<file path="config.mk">
export PLATFORM = sky130hd
export DESIGN_NAME = multi_button_shift_debouncer_flat
export DESIGN_NICKNAME = d
export VERILOG_FILES = /design/src/design/mbsd_pkg.sv /design/src/design/mbsd_if.sv /design/src/design/mbsd_cfg.sv /design/src/design/mbsd_lane.sv /design/src/design/mbsd_merge.sv /design/src/design/multi_button_shift_debouncer.sv /design/src/flat_wrapper.sv
export SDC_FILE = /design/constraint.sdc
export NUM_CORES = 1
export LEC_CHECK = 0
export BUFFER_PORTS_ARGS = -buffer_cell sky130_fd_sc_hd__buf_2
export CAP_MARGIN = 10
export CELL_PAD_IN_SITES_DETAIL_PLACEMENT = 0
export CELL_PAD_IN_SITES_GLOBAL_PLACEMENT = 2
export CORE_MARGIN = 2
export CORE_UTILIZATION = 38
export CTS_CLUSTER_DIAMETER = 30
export DETAILED_ROUTE_END_ITERATION = 12
export PLACE_DENSITY_LB_ADDON = 0.1
export SLEW_MARGIN = 15
export SYNTH_ARGS = -nofsm -noshare
export SYNTH_HDL_FRONTEND = slang
export SYNTH_HIERARCHICAL = 1
export SYNTH_SLANG_ARGS = --single-unit
</file>
<file path="constraint.sdc">
create_clock -name i_clk -period 5.1 [get_ports i_clk]
set_clock_uncertainty 0.05 [all_clocks]
set_input_delay 0.255 -clock i_clk [delete_from_list [all_inputs] [get_ports i_clk]]
set_output_delay 0.255 -clock i_clk [all_outputs]
set_load 0.005 [all_outputs]
</file>
<file path="src/design/mbsd_pkg.sv">
package mbsd_pkg;

    // Fixed field, history and bus widths
    localparam int FIELD_W = 8;
    localparam int HIST_W  = 8;
    localparam int ADDR_W  = 4;
    localparam int DATA_W  = 32;

    // Register indexes (byte address 4*i)
    localparam logic [1:0] REG_ENABLE    = 2'd0;
    localparam logic [1:0] REG_LOW_SENSE = 2'd1;
    localparam logic [1:0] REG_PATTERN   = 2'd2;

    // History patterns and solid reload values
    localparam logic [HIST_W-1:0] PAT_HI     = 8'hC0;
    localparam logic [HIST_W-1:0] PAT_LO     = 8'h07;
    localparam logic [HIST_W-1:0] SOLID_HIGH = 8'hFF;
    localparam logic [HIST_W-1:0] SOLID_LOW  = 8'h00;
    localparam logic [HIST_W-1:0] PAT_MASK_RST = 8'hC7;

    // Current configuration
    typedef struct packed {
        logic [FIELD_W-1:0] enable;
        logic [FIELD_W-1:0] low_sense;
        logic [FIELD_W-1:0] pattern;
    } t_cfg;

    // Side effects of a configuration write
    typedef struct packed {
        logic               reload;
        logic [FIELD_W-1:0] fresh;
        logic [FIELD_W-1:0] reload_low;
    } t_cfg_wr;

    // Per-lane control bits
    typedef struct packed {
        logic step;
        logic enable;
        logic low_sense;
        logic reload;
        logic reload_low;
        logic fresh;
    } t_lane_ctl;

    // Per-lane findings
    typedef struct packed {
        logic press;
        logic release_ev;
        logic held;
    } t_lane_evt;

endpackage

</file>
<file path="src/design/mbsd_if.sv">
interface mbsd_in_if import mbsd_pkg::*; ();
    logic               valid;
    logic               ready;
    logic [FIELD_W-1:0] raw_levels;
    logic [FIELD_W-1:0] ack_pressed;
    logic [FIELD_W-1:0] ack_released;

    modport source (output valid, output raw_levels, output ack_pressed,
                    output ack_released, input ready);
    modport sink   (input valid, input raw_levels, input ack_pressed,
                    input ack_released, output ready);
endinterface

interface mbsd_out_if import mbsd_pkg::*; ();
    logic               valid;
    logic               ready;
    logic [FIELD_W-1:0] held_now;
    logic [FIELD_W-1:0] pressed_pending;
    logic [FIELD_W-1:0] released_pending;

    modport source (output valid, output held_now, output pressed_pending,
                    output released_pending, input ready);
    modport sink   (input valid, input held_now, input pressed_pending,
                    input released_pending, output ready);
endinterface

</file>
<file path="src/design/mbsd_cfg.sv">
module mbsd_cfg import mbsd_pkg::*; (
    input  logic              i_clk,
    input  logic              i_rst_n,
    input  logic              psel,
    input  logic              penable,
    input  logic              pwrite,
    input  logic [ADDR_W-1:0] paddr,
    input  logic [DATA_W-1:0] pwdata,
    output logic [DATA_W-1:0] prdata,
    output t_cfg              o_cfg,
    output t_cfg_wr           o_wr
);

    logic [FIELD_W-1:0] r_enable, n_enable;
    logic [FIELD_W-1:0] r_low_sense, n_low_sense;
    logic [FIELD_W-1:0] r_pattern, n_pattern;
    logic [1:0]         w_idx;
    logic [FIELD_W-1:0] w_val;
    logic               w_wr;

    assign w_idx = paddr[3:2];
    assign w_val = pwdata[FIELD_W-1:0];
    assign w_wr  = psel & penable & pwrite;

    // Register writes and their side effects
    always_comb begin
        n_enable        = r_enable;
        n_low_sense     = r_low_sense;
        n_pattern       = r_pattern;
        o_wr.reload     = 1'b0;
        o_wr.fresh      = '0;
        if (w_wr) begin
            case (w_idx)
                REG_ENABLE: begin
                    n_enable    = w_val;
                    o_wr.fresh  = w_val & ~r_enable;
                    o_wr.reload = 1'b1;
                end
                REG_LOW_SENSE: begin
                    n_low_sense = w_val;
                    o_wr.reload = 1'b1;
                end
                REG_PATTERN: begin
                    n_pattern   = w_val;
                    o_wr.reload = 1'b1;
                end
                default: ;
            endcase
        end
        o_wr.reload_low = n_low_sense;
    end

    always_ff @(posedge i_clk) begin
        if (!i_rst_n) begin
            r_enable    <= '0;
            r_low_sense <= '0;
            r_pattern   <= PAT_MASK_RST;
        end else begin
            r_enable    <= n_enable;
            r_low_sense <= n_low_sense;
            r_pattern   <= n_pattern;
        end
    end

    // Read-back
    always_comb begin
        prdata = '0;
        case (w_idx)
            REG_ENABLE:    prdata[FIELD_W-1:0] = r_enable;
            REG_LOW_SENSE: prdata[FIELD_W-1:0] = r_low_sense;
            REG_PATTERN:   prdata[FIELD_W-1:0] = r_pattern;
            default:       prdata = '0;
        endcase
    end

    assign o_cfg.enable    = r_enable;
    assign o_cfg.low_sense = r_low_sense;
    assign o_cfg.pattern   = r_pattern;

endmodule

</file>
<file path="src/design/mbsd_lane.sv">
module mbsd_lane import mbsd_pkg::*; (
    input  logic              i_clk,
    input  logic              i_rst_n,
    input  t_lane_ctl         i_ctl,
    input  logic [HIST_W-1:0] i_pattern,
    input  logic              i_raw,
    output t_lane_evt         o_evt
);

    logic [HIST_W-1:0] r_hist, n_hist;
    logic              r_held, n_held;
    logic [HIST_W-1:0] w_shift, w_masked, w_press_pat, w_rel_pat;

    assign w_shift     = {r_hist[HIST_W-2:0], i_raw};
    assign w_masked    = w_shift & i_pattern;
    assign w_press_pat = i_ctl.low_sense ? PAT_HI : PAT_LO;
    assign w_rel_pat   = i_ctl.low_sense ? PAT_LO : PAT_HI;

    // Shift, compare and hysteresis reload
    always_comb begin
        n_hist           = r_hist;
        n_held           = r_held;
        o_evt.press      = 1'b0;
        o_evt.release_ev = 1'b0;
        if (i_ctl.reload) begin
            n_hist = i_ctl.reload_low ? SOLID_HIGH : SOLID_LOW;
            if (i_ctl.fresh) begin
                n_held = 1'b0;
            end
        end else if (i_ctl.step && i_ctl.enable) begin
            n_hist = w_shift;
            if (w_masked == w_press_pat && !r_held) begin
                n_held      = 1'b1;
                o_evt.press = 1'b1;
                n_hist      = i_ctl.low_sense ? SOLID_LOW : SOLID_HIGH;
            end else if (w_masked == w_rel_pat && r_held) begin
                n_held           = 1'b0;
                o_evt.release_ev = 1'b1;
                n_hist           = i_ctl.low_sense ? SOLID_HIGH : SOLID_LOW;
            end
        end
        o_evt.held = n_held;
    end

    always_ff @(posedge i_clk) begin
        if (!i_rst_n) begin
            r_hist <= SOLID_LOW;
            r_held <= 1'b0;
        end else begin
            r_hist <= n_hist;
            r_held <= n_held;
        end
    end

endmodule

</file>
<file path="src/design/mbsd_merge.sv">
module mbsd_merge import mbsd_pkg::*; #(
    parameter int LANES = 8
) (
    input  logic               i_clk,
    input  logic               i_rst_n,
    input  logic               i_step,
    input  t_lane_evt          i_evt [LANES],
    input  logic [FIELD_W-1:0] i_ack_pressed,
    input  logic [FIELD_W-1:0] i_ack_released,
    input  logic [FIELD_W-1:0] i_fresh,
    input  logic               i_out_ready,
    output logic               o_in_ready,
    output logic               o_out_valid,
    output logic [FIELD_W-1:0] o_held_now,
    output logic [FIELD_W-1:0] o_pressed_pending,
    output logic [FIELD_W-1:0] o_released_pending
);

    logic [LANES-1:0]   r_pressed, n_pressed;
    logic [LANES-1:0]   r_released, n_released;
    logic [LANES-1:0]   w_press, w_rel, w_held;
    logic [FIELD_W-1:0] w_held_full, w_press_full, w_rel_full;
    logic               r_valid;
    logic [FIELD_W-1:0] r_held_out, r_press_out, r_rel_out;

    // Gather lane findings
    always_comb begin
        for (int i = 0; i < LANES; i++) begin
            w_press[i] = i_evt[i].press;
            w_rel[i]   = i_evt[i].release_ev;
            w_held[i]  = i_evt[i].held;
        end
    end

    // On a step, acknowledges clear first and new events set afterwards; else fresh lanes clear
    always_comb begin
        n_pressed  = r_pressed;
        n_released = r_released;
        if (i_step) begin
            n_pressed  = (r_pressed & ~i_ack_pressed[LANES-1:0]) | w_press;
            n_released = (r_released & ~i_ack_released[LANES-1:0]) | w_rel;
        end else begin
            n_pressed  = r_pressed & ~i_fresh[LANES-1:0];
            n_released = r_released & ~i_fresh[LANES-1:0];
        end
    end

    // Unused lanes read as zero
    always_comb begin
        w_held_full  = '0;
        w_press_full = '0;
        w_rel_full   = '0;
        w_held_full[LANES-1:0]  = w_held;
        w_press_full[LANES-1:0] = n_pressed;
        w_rel_full[LANES-1:0]   = n_released;
    end

    always_ff @(posedge i_clk) begin
        if (!i_rst_n) begin
            r_pressed  <= '0;
            r_released <= '0;
            r_valid    <= 1'b0;
        end else begin
            r_pressed  <= n_pressed;
            r_released <= n_released;
            if (i_step) begin
                r_valid <= 1'b1;
            end else if (i_out_ready) begin
                r_valid <= 1'b0;
            end
        end
    end

    // Result register payload
    always_ff @(posedge i_clk) begin
        if (i_step) begin
            r_held_out  <= w_held_full;
            r_press_out <= w_press_full;
            r_rel_out   <= w_rel_full;
        end
    end

    assign o_in_ready         = ~r_valid | i_out_ready;
    assign o_out_valid        = r_valid;
    assign o_held_now         = r_held_out;
    assign o_pressed_pending  = r_press_out;
    assign o_released_pending = r_rel_out;

endmodule

</file>
<file path="src/design/multi_button_shift_debouncer.sv">
// The result of an accepted sample transaction is registered in the result register.
// Throughput: one sample per cycle while results are taken; each lane's shift and compare
// is one stage, and the result register takes a new result when empty or the old one is taken.
// Reset (synchronous, active low): histories and held/pending flags clear,
// lanes disabled, all lanes active-high, pattern mask 0xC7, no result pending.
module multi_button_shift_debouncer import mbsd_pkg::*; #(
    parameter int BUTTONS = 8
) (
    input  logic              i_clk,
    input  logic              i_rst_n,
    mbsd_in_if.sink           i_in_if,
    mbsd_out_if.source        o_out_if,
    input  logic              psel,
    input  logic              penable,
    input  logic              pwrite,
    input  logic [ADDR_W-1:0] paddr,
    input  logic [DATA_W-1:0] pwdata,
    output logic [DATA_W-1:0] prdata,
    output logic              pready
);

    localparam int LANES = (BUTTONS < FIELD_W) ? BUTTONS : FIELD_W;
    localparam logic [FIELD_W-1:0] LANE_MASK = FIELD_W'((1 << LANES) - 1);

    t_cfg      w_cfg;
    t_cfg_wr   w_wr;
    t_lane_evt w_evt [LANES];
    logic      w_step;
    logic      w_in_ready;

    assign pready         = 1'b1;
    assign w_step         = i_in_if.valid & w_in_ready;
    assign i_in_if.ready  = w_in_ready;

    // Configuration registers
    mbsd_cfg u_cfg (
        .i_clk   (i_clk),
        .i_rst_n (i_rst_n),
        .psel    (psel),
        .penable (penable),
        .pwrite  (pwrite),
        .paddr   (paddr),
        .pwdata  (pwdata),
        .prdata  (prdata),
        .o_cfg   (w_cfg),
        .o_wr    (w_wr)
    );

    // One debounce lane per button, at most FIELD_W lanes
    for (genvar g = 0; g < LANES; g++) begin : g_lane
        t_lane_ctl w_ctl;
        assign w_ctl.step       = w_step;
        assign w_ctl.enable     = w_cfg.enable[g];
        assign w_ctl.low_sense  = w_cfg.low_sense[g];
        assign w_ctl.reload     = w_wr.reload;
        assign w_ctl.reload_low = w_wr.reload_low[g];
        assign w_ctl.fresh      = w_wr.fresh[g];

        mbsd_lane u_lane (
            .i_clk     (i_clk),
            .i_rst_n   (i_rst_n),
            .i_ctl     (w_ctl),
            .i_pattern (w_cfg.pattern),
            .i_raw     (i_in_if.raw_levels[g]),
            .o_evt     (w_evt[g])
        );
    end

    // Flag merge and result register
    mbsd_merge #(
        .LANES (LANES)
    ) u_merge (
        .i_clk              (i_clk),
        .i_rst_n            (i_rst_n),
        .i_step             (w_step),
        .i_evt              (w_evt),
        .i_ack_pressed      (i_in_if.ack_pressed),
        .i_ack_released     (i_in_if.ack_released),
        .i_fresh            (w_wr.fresh),
        .i_out_ready        (o_out_if.ready),
        .o_in_ready         (w_in_ready),
        .o_out_valid        (o_out_if.valid),
        .o_held_now         (o_out_if.held_now),
        .o_pressed_pending  (o_out_if.pressed_pending),
        .o_released_pending (o_out_if.released_pending)
    );

    // Checks
    a_result_follows: assert property (@(posedge i_clk) disable iff (!i_rst_n)
        w_step |=> o_out_if.valid)
        else $error("accepted sample produced no result");

    a_no_overwrite: assert property (@(posedge i_clk) disable iff (!i_rst_n)
        !(w_step && o_out_if.valid && !o_out_if.ready))
        else $error("sample accepted over an untaken result");

    a_unused_lanes: assert property (@(posedge i_clk) disable iff (!i_rst_n)
        o_out_if.valid |-> (((o_out_if.held_now | o_out_if.pressed_pending
            | o_out_if.released_pending) & ~LANE_MASK) == '0))
        else $error("unused lane reported activity");

endmodule

</file>
<file path="src/flat_wrapper.sv">
// flat-port wrapper written by rule: the top's interface ports become plain ports
module multi_button_shift_debouncer_flat import mbsd_pkg::*;
#(
    parameter int BUTTONS = 8
)
  (i_clk, i_rst_n, psel, penable, pwrite, paddr, pwdata, prdata, pready, i_in_if_valid, i_in_if_raw_levels, i_in_if_ack_pressed, i_in_if_ack_released, i_in_if_ready, o_out_if_valid, o_out_if_held_now, o_out_if_pressed_pending, o_out_if_released_pending, o_out_if_ready);
  mbsd_in_if i_in_if_i ();
  mbsd_out_if o_out_if_i ();
  input  logic i_clk;
  input  logic i_rst_n;
  input  logic psel;
  input  logic penable;
  input  logic pwrite;
  input  logic [ADDR_W-1:0] paddr;
  input  logic [DATA_W-1:0] pwdata;
  output logic [DATA_W-1:0] prdata;
  output logic pready;
  input wire logic [$bits(i_in_if_i.valid)-1:0] i_in_if_valid;
  input wire logic [$bits(i_in_if_i.raw_levels)-1:0] i_in_if_raw_levels;
  input wire logic [$bits(i_in_if_i.ack_pressed)-1:0] i_in_if_ack_pressed;
  input wire logic [$bits(i_in_if_i.ack_released)-1:0] i_in_if_ack_released;
  output wire logic [$bits(i_in_if_i.ready)-1:0] i_in_if_ready;
  output wire logic [$bits(o_out_if_i.valid)-1:0] o_out_if_valid;
  output wire logic [$bits(o_out_if_i.held_now)-1:0] o_out_if_held_now;
  output wire logic [$bits(o_out_if_i.pressed_pending)-1:0] o_out_if_pressed_pending;
  output wire logic [$bits(o_out_if_i.released_pending)-1:0] o_out_if_released_pending;
  input wire logic [$bits(o_out_if_i.ready)-1:0] o_out_if_ready;
  assign i_in_if_i.valid = i_in_if_valid;
  assign i_in_if_i.raw_levels = i_in_if_raw_levels;
  assign i_in_if_i.ack_pressed = i_in_if_ack_pressed;
  assign i_in_if_i.ack_released = i_in_if_ack_released;
  assign i_in_if_ready = i_in_if_i.ready;
  assign o_out_if_valid = o_out_if_i.valid;
  assign o_out_if_held_now = o_out_if_i.held_now;
  assign o_out_if_pressed_pending = o_out_if_i.pressed_pending;
  assign o_out_if_released_pending = o_out_if_i.released_pending;
  assign o_out_if_i.ready = o_out_if_ready;
  multi_button_shift_debouncer #(.BUTTONS(BUTTONS)) u_core (.i_clk(i_clk), .i_rst_n(i_rst_n), .i_in_if(i_in_if_i), .o_out_if(o_out_if_i), .psel(psel), .penable(penable), .pwrite(pwrite), .paddr(paddr), .pwdata(pwdata), .prdata(prdata), .pready(pready));
endmodule
</file>
* Word level (Yosys, flattened, before mapping)
Cells that the tools add are included.
Storage, ports and cells: flip-flop bits (word level) 129, input bits 67, output and inout bits 59, word-level logic and storage cells 274
Cells by class: equality and inequality tests 18, multiplexer cells 162, bitwise operators 24, reduce and logical (&&, ||, !) cells 45
Operator list (number):
- $mux W7 | 56
- $mux W8 | 21
- $eq A8 B8 Y1 | 16
- $and A8 B8 Y8 | 13
- $mux W1 | 67
- $mux W2 | 16
- $not A8 Y8 | 4
- $logic_and A1 B1 Y1 | 24
- $pmux W8 S3 | 1
- $reduce_bool A2 Y1 | 9
- $or A8 B8 Y8 | 2
- $mux W9 | 1
- $logic_not A1 Y1 | 8
- $reduce_and A2 Y1 | 2
- $and A1 B1 Y1 | 3
- $reduce_or A3 Y1 | 1
- $eq A2 B1 Y1 const B | 1
- $eq A2 B2 Y1 const B | 1
- $logic_not A2 Y1 | 1
- $not A1 Y1 | 1
- $or A1 B1 Y1 | 1

* Depth between registers and ports, before layout
depth after elaboration 9, mapped depth 9, gate-level depth less buffers 7

* Cells and area by module
Netlist, hierarchy kept.
Modules (own cells, without submodules):
- mbsd_lane | instances 8, cells an instance 68, area each 568.0 µm², seq. area each 160.2 µm²
- mbsd_merge | instances 1, cells an instance 130, area each 1752.9 µm², seq. area each 1061.0 µm²
- mbsd_cfg | instances 1, cells an instance 168, area each 1520.2 µm², seq. area each 480.5 µm²
- multi_button_shift_debouncer | instances 1, cells an instance 3, area each 17.5 µm², seq. area each 0.0 µm²

* Worst setup path before layout
No wires, ideal clock.
path type reg-to-reg, start point register u_core.u_merge.r_valid (netlist: u_core/u_merge/o_out_valid), end point register u_core.u_merge.r_held_out[0] (netlist: u_core/u_merge/o_held_now[0]), data pin, setup time 125 ps, arrival 2501 ps, required time 4925 ps, path slack 2423 ps, cell stages (with the launch flop) 8, path buffers 1, clock period less this slack 2677 ps, path through dfxtp_1 nand2b_1 and2_1 nand3b_1 nand3b_4 or4_4 nand4_1 buf_4
Between the ends: cells in the longest elaborated chain, start to end 6
RTL lines:
- start: declaration | RTL line mbsd_merge.sv:23 | logic r_valid;
- start signal: assignment | RTL line mbsd_merge.sv:62 | r_valid <= 1'b0;
- start signal: assignment | RTL line mbsd_merge.sv:67 | r_valid <= 1'b1;
- start signal: assignment | RTL line mbsd_merge.sv:69 | r_valid <= 1'b0;
- $not A1 Y1 | RTL line mbsd_merge.sv:83 | assign o_in_ready = ~r_valid | i_out_ready;
- $or A1 B1 Y1 | RTL line mbsd_merge.sv:83
- via i_in_if_ready | RTL line flat_wrapper.sv:22 | output wire logic [$bits(i_in_if_i.ready)-1:0] i_in_if_ready;
- $and A1 B1 Y1 | RTL line multi_button_shift_debouncer.sv:32 | assign w_step = i_in_if.valid & w_in_ready;
- via u_core.w_step | RTL line multi_button_shift_debouncer.sv:28 | logic w_step;
- $logic_and A1 B1 Y1 | RTL line mbsd_lane.sv:30 | end else if (i_ctl.step && i_ctl.enable) begin
- $mux W1 | RTL line mbsd_lane.sv:30
- $mux W1 | RTL line mbsd_lane.sv:25 | if (i_ctl.reload) begin
- via u_core.g_lane[0].u_lane.n_held | RTL line mbsd_lane.sv:11 | logic r_held, n_held;
- end signal: assignment | RTL line mbsd_merge.sv:77 | r_held_out <= w_held_full;
- end: declaration | RTL line mbsd_merge.sv:24 | logic [FIELD_W-1:0] r_held_out, r_press_out, r_rel_out;
The timed path passes the listed nets, and every way through them passes these cells. A chain may end at the register's enable or synchronous reset.

==> impl_results.md <==
* FF+latch count, synth at about 130
* Final HPWL DP at 15600 µm
* Antenna Cells at 0
* Crit-path cells: nand4_1 -> nor3_1 -> nor2b_1 -> nor4b_1 -> nor2b_1 -> a221oi_1
* DRC errors left at 0
* Seq/Total Area, Yosys at 0.360
* GRT Overall Usage at 0.207
* Largest net degree at the start of global routing at between 40 and 50
* Hold WC Path Type: input pin to flip-flop
* Worst-Skew Late Latency at roughly 0.4 ns
* Hold Path End: u_core/g_lane[7].u_lane/r_hist[0]
* LEAKAGE at 3.36 nW
* Clock tree from TritonCTS: built
* Synth Flop Type: dfxtp_1
* Crit share post-route at 0.505
* Placed insts at about 1200
* RSZ-0062 raised after global routing: no
* Worst slew pin tran at between 1 and 1.5 ns
* Finish-stage setup viols at 0
* Outcome: finished clean
* Syn-to-layout area delta at 14.3%
* Slowest CP cell: dfxtp_1
* Initial antenna violation count at 0
* Clock transition at the registers of the reported paths at 0.06 ns
* H-tree depth at 4
* Fin. max-slew vios at 0
* Maxcap violations at 0
* Post-synth top area share at 0.268
* CP Capture Type: flip-flop
* Post-CTS Setup Inserts at 0
* Core Area at a little over 20000 µm²
* Wire per inst at between 15 and 20 µm
* Number of global-route vias before repair at approximately 6500
* Unique masters post-synth at 49
* Cell count after synthesis at roughly 850
* Initial Utilization at 0.387
* Layout Cells excl Fill at 1200
* Hold Buf Count CTS at 0
* Hold Crit Depth at 3
* Power Total at 0.00266 W
* Peak supply drop at around 220 µV
* # clock sinks at ~130
* Remaining antenna violation count after routing at 0
* Rel. slew slack at 0.264
* Die width at 148 µm
* Slowest stage delay, CP at 0.97 ns
* Worst EP required at roughly 5.4 ns
* Die Y at between 100 and 150 µm
* Placer Congestion at between 0.8 and 0.9
* 1st-pass router iterations at 5
* Final wirelength at 22700 µm
* Post-synth EDFFs at 24
* FF-to-FF path depth at 6
* Highest clock rate at slightly below 0.4 GHz
* Worst flop-to-flop path startpoint: u_core/u_cfg/r_pattern[0]
* Die area at approximately 22000 µm²
* Critical path type: flip-flop to flip-flop
* Final Hold Fails at 0
* Worst setup margin at roughly 2.5 ns
* Via count at 6853
* Final #Nets at 984
* Pre-CTS setup slack at 2.37 ns
* Mapped Avg Cell Area at roughly 9 µm²
* Num rows at 52
* Ports at ~130
* WP buf/inv at 0
* Overflow after GRT at 0
* Min Clock Period, post-route at 2.58 ns
* Ratio of cells with drive above 1 in the final layout at 0.217
* CTS buffer count at 17
* Clock root buffer master: clkbuf_16
* CP Launch Type: flip-flop
* PD cells at 298 nW/µm²
* Setup TNS at 0 ns
* Drt first-iter violations at between 400 and 500
* Max clock buf depth at 2
* Async SR Flop Fraction at 0
* Synth warn at 6
* Post-synth top area cell: dfxtp_1
* Critical Path AT at 2.84 ns
* Synth Cell Area at about 7800 µm²
* CP top delay family: simple AND/OR/NAND/NOR gates
* PortBufs at 74
* Vias per cell at approximately 5.7
* FF-to-FF End: u_core/u_merge/r_released[1]
* Hold slack at a little under 0.08 ns
* First-pass GRT wire length at between 30000 and 40000 µm
* Top post-synthesis cells by area: dfxtp_1 (27%), edfxtp_1 (9.2%), a211oi_1 (5.4%), o21ai_0 (4.1%), nand2_1 (4.0%)
* CP Max Fanout at 18
* Hold Startpoint: i_in_if_raw_levels[7]
* # resized after CTS at 0
* Worst reg-to-reg setup slack at 2.52 ns
* CP dominant cell by count: nor2b_1
[cells in the mapped netlist (22+ instances only)]
cell type,instances
a211oi_1,56
a22oi_1,32
buf_4,34
dfxtp_1,105
edfxtp_1,24
mux2i_1,27
nand2_1,83
nand2b_1,49
nand3_1,22
nand4_1,24
nor2_1,56
nor2b_1,25
o21ai_0,64
[how the worst max path moves through the flow]
| stage | from | to | slack [ns] | cells after the start |
|---|---|---|---|---|
| after global routing | u_core/u_cfg/r_pattern[0] | u_core/u_merge/r_released[1] | 2.26 | 6 |
| final | u_core/u_cfg/r_pattern[0] | u_core/u_merge/r_released[1] | 2.52 | 6 |
| after CTS | u_core/u_cfg/r_pattern[0] | u_core/u_merge/r_released[1] | 2.51 | 6 |
| after global placement | paddr[2] | u_core/u_merge/o_pressed_pending[2] | 2.40 | 8 |
| after floorplan | u_core/u_merge/o_out_valid | u_core/u_merge/o_held_now[0] | 2.42 | 7 |
| after detailed placement | paddr[2] | u_core/u_merge/o_pressed_pending[2] | 2.37 | 8 |
[layout by cell type, fill, tap and decap left out, types with 9 or more instances in the layout]
cell type    n
a211oi_1    56
nand2_1     83
conb_1      25
and2_1       9
nand3_1     22
a22oi_1     32
nor2b_1     25
edfxtp_1    24
clkbuf_16   19
dfxtp_1    105
mux2i_1     27
a221oi_2    13
o21ai_0     64
nand2b_1    49
inv_1       13
inv_2        9
nor2_1      56
nand4_1     24
xnor2_1     16
buf_2       74
nor4b_1     16
nand3b_4     9
[worst register-to-register path, stage by stage (launching register included)]
cell and delay [ns]:
dfxtp_1 0.97, nand4_1 0.40, nor3_1 0.33, nor2b_1 0.09, nor4b_1 0.31, nor2b_1 0.11, a221oi_1 0.23
[logic make-up after synthesis]
group	synth area share
buffers and inverters	0.0541
other	0.000959
DFF	0.360
muxes	0.0469
and+or+nand+nor	0.298
xor gates and xnor gates	0.0268
AOI/OAI and AO/OA	0.213
[stage by stage]
| step | utilization | area [µm²] |
|---|---|---|
| after global placement | 0.412 | 8340 |
| after detailed placement | 0.412 | 8340 |
| final | 0.443 | 8960 |
| after global routing | 0.443 | 8960 |
| after CTS | 0.443 | 8960 |
| after floorplan | - | 7920 |
[flip-flops by register name (all words and copies together), names as in the netlist]
signal                             cells
u_core/u_merge/r_pressed               8
u_core/u_cfg/r_pattern                 8
u_core/u_cfg/r_low_sense               8
u_core/u_merge/o_out_valid             1
u_core/u_merge/r_released              8
u_core/u_cfg/r_enable                  8
u_core/g_lane.u_lane/r_held            8
u_core/u_merge/o_held_now              8
u_core/u_merge/o_released_pending      8
u_core/u_merge/o_pressed_pending       8
u_core/g_lane.u_lane/r_hist           56
[final cells by class]
type	count	area (µm²)
multi-input cells	668	4680
clock inverters	2	60.1
clock buffers	30	557
well taps	270	338
inverters	23	86.3
repair buffers	78	413
flip-flops and latches	129	2820
fillers	2033	11300
[power breakdown]
part           switching [W]  internal (W)  total, W  leakage (nW)
clock               0.000443      0.000833   0.00128         0.299
combinational       0.000163      0.000101  0.000263          1.97
sequential         0.0000370       0.00109   0.00113          1.10
[metal layers]
layer	vias to the layer above	GRT usage	wire [µm]
li1	3278	-	-
met1	3392	0.275	10800
met2	165	0.348	10900
met3	18	0.0358	844
met4	0	0.0558	254
met5	-	0	0
Note: power is estimated with default switching activity, not from simulation.
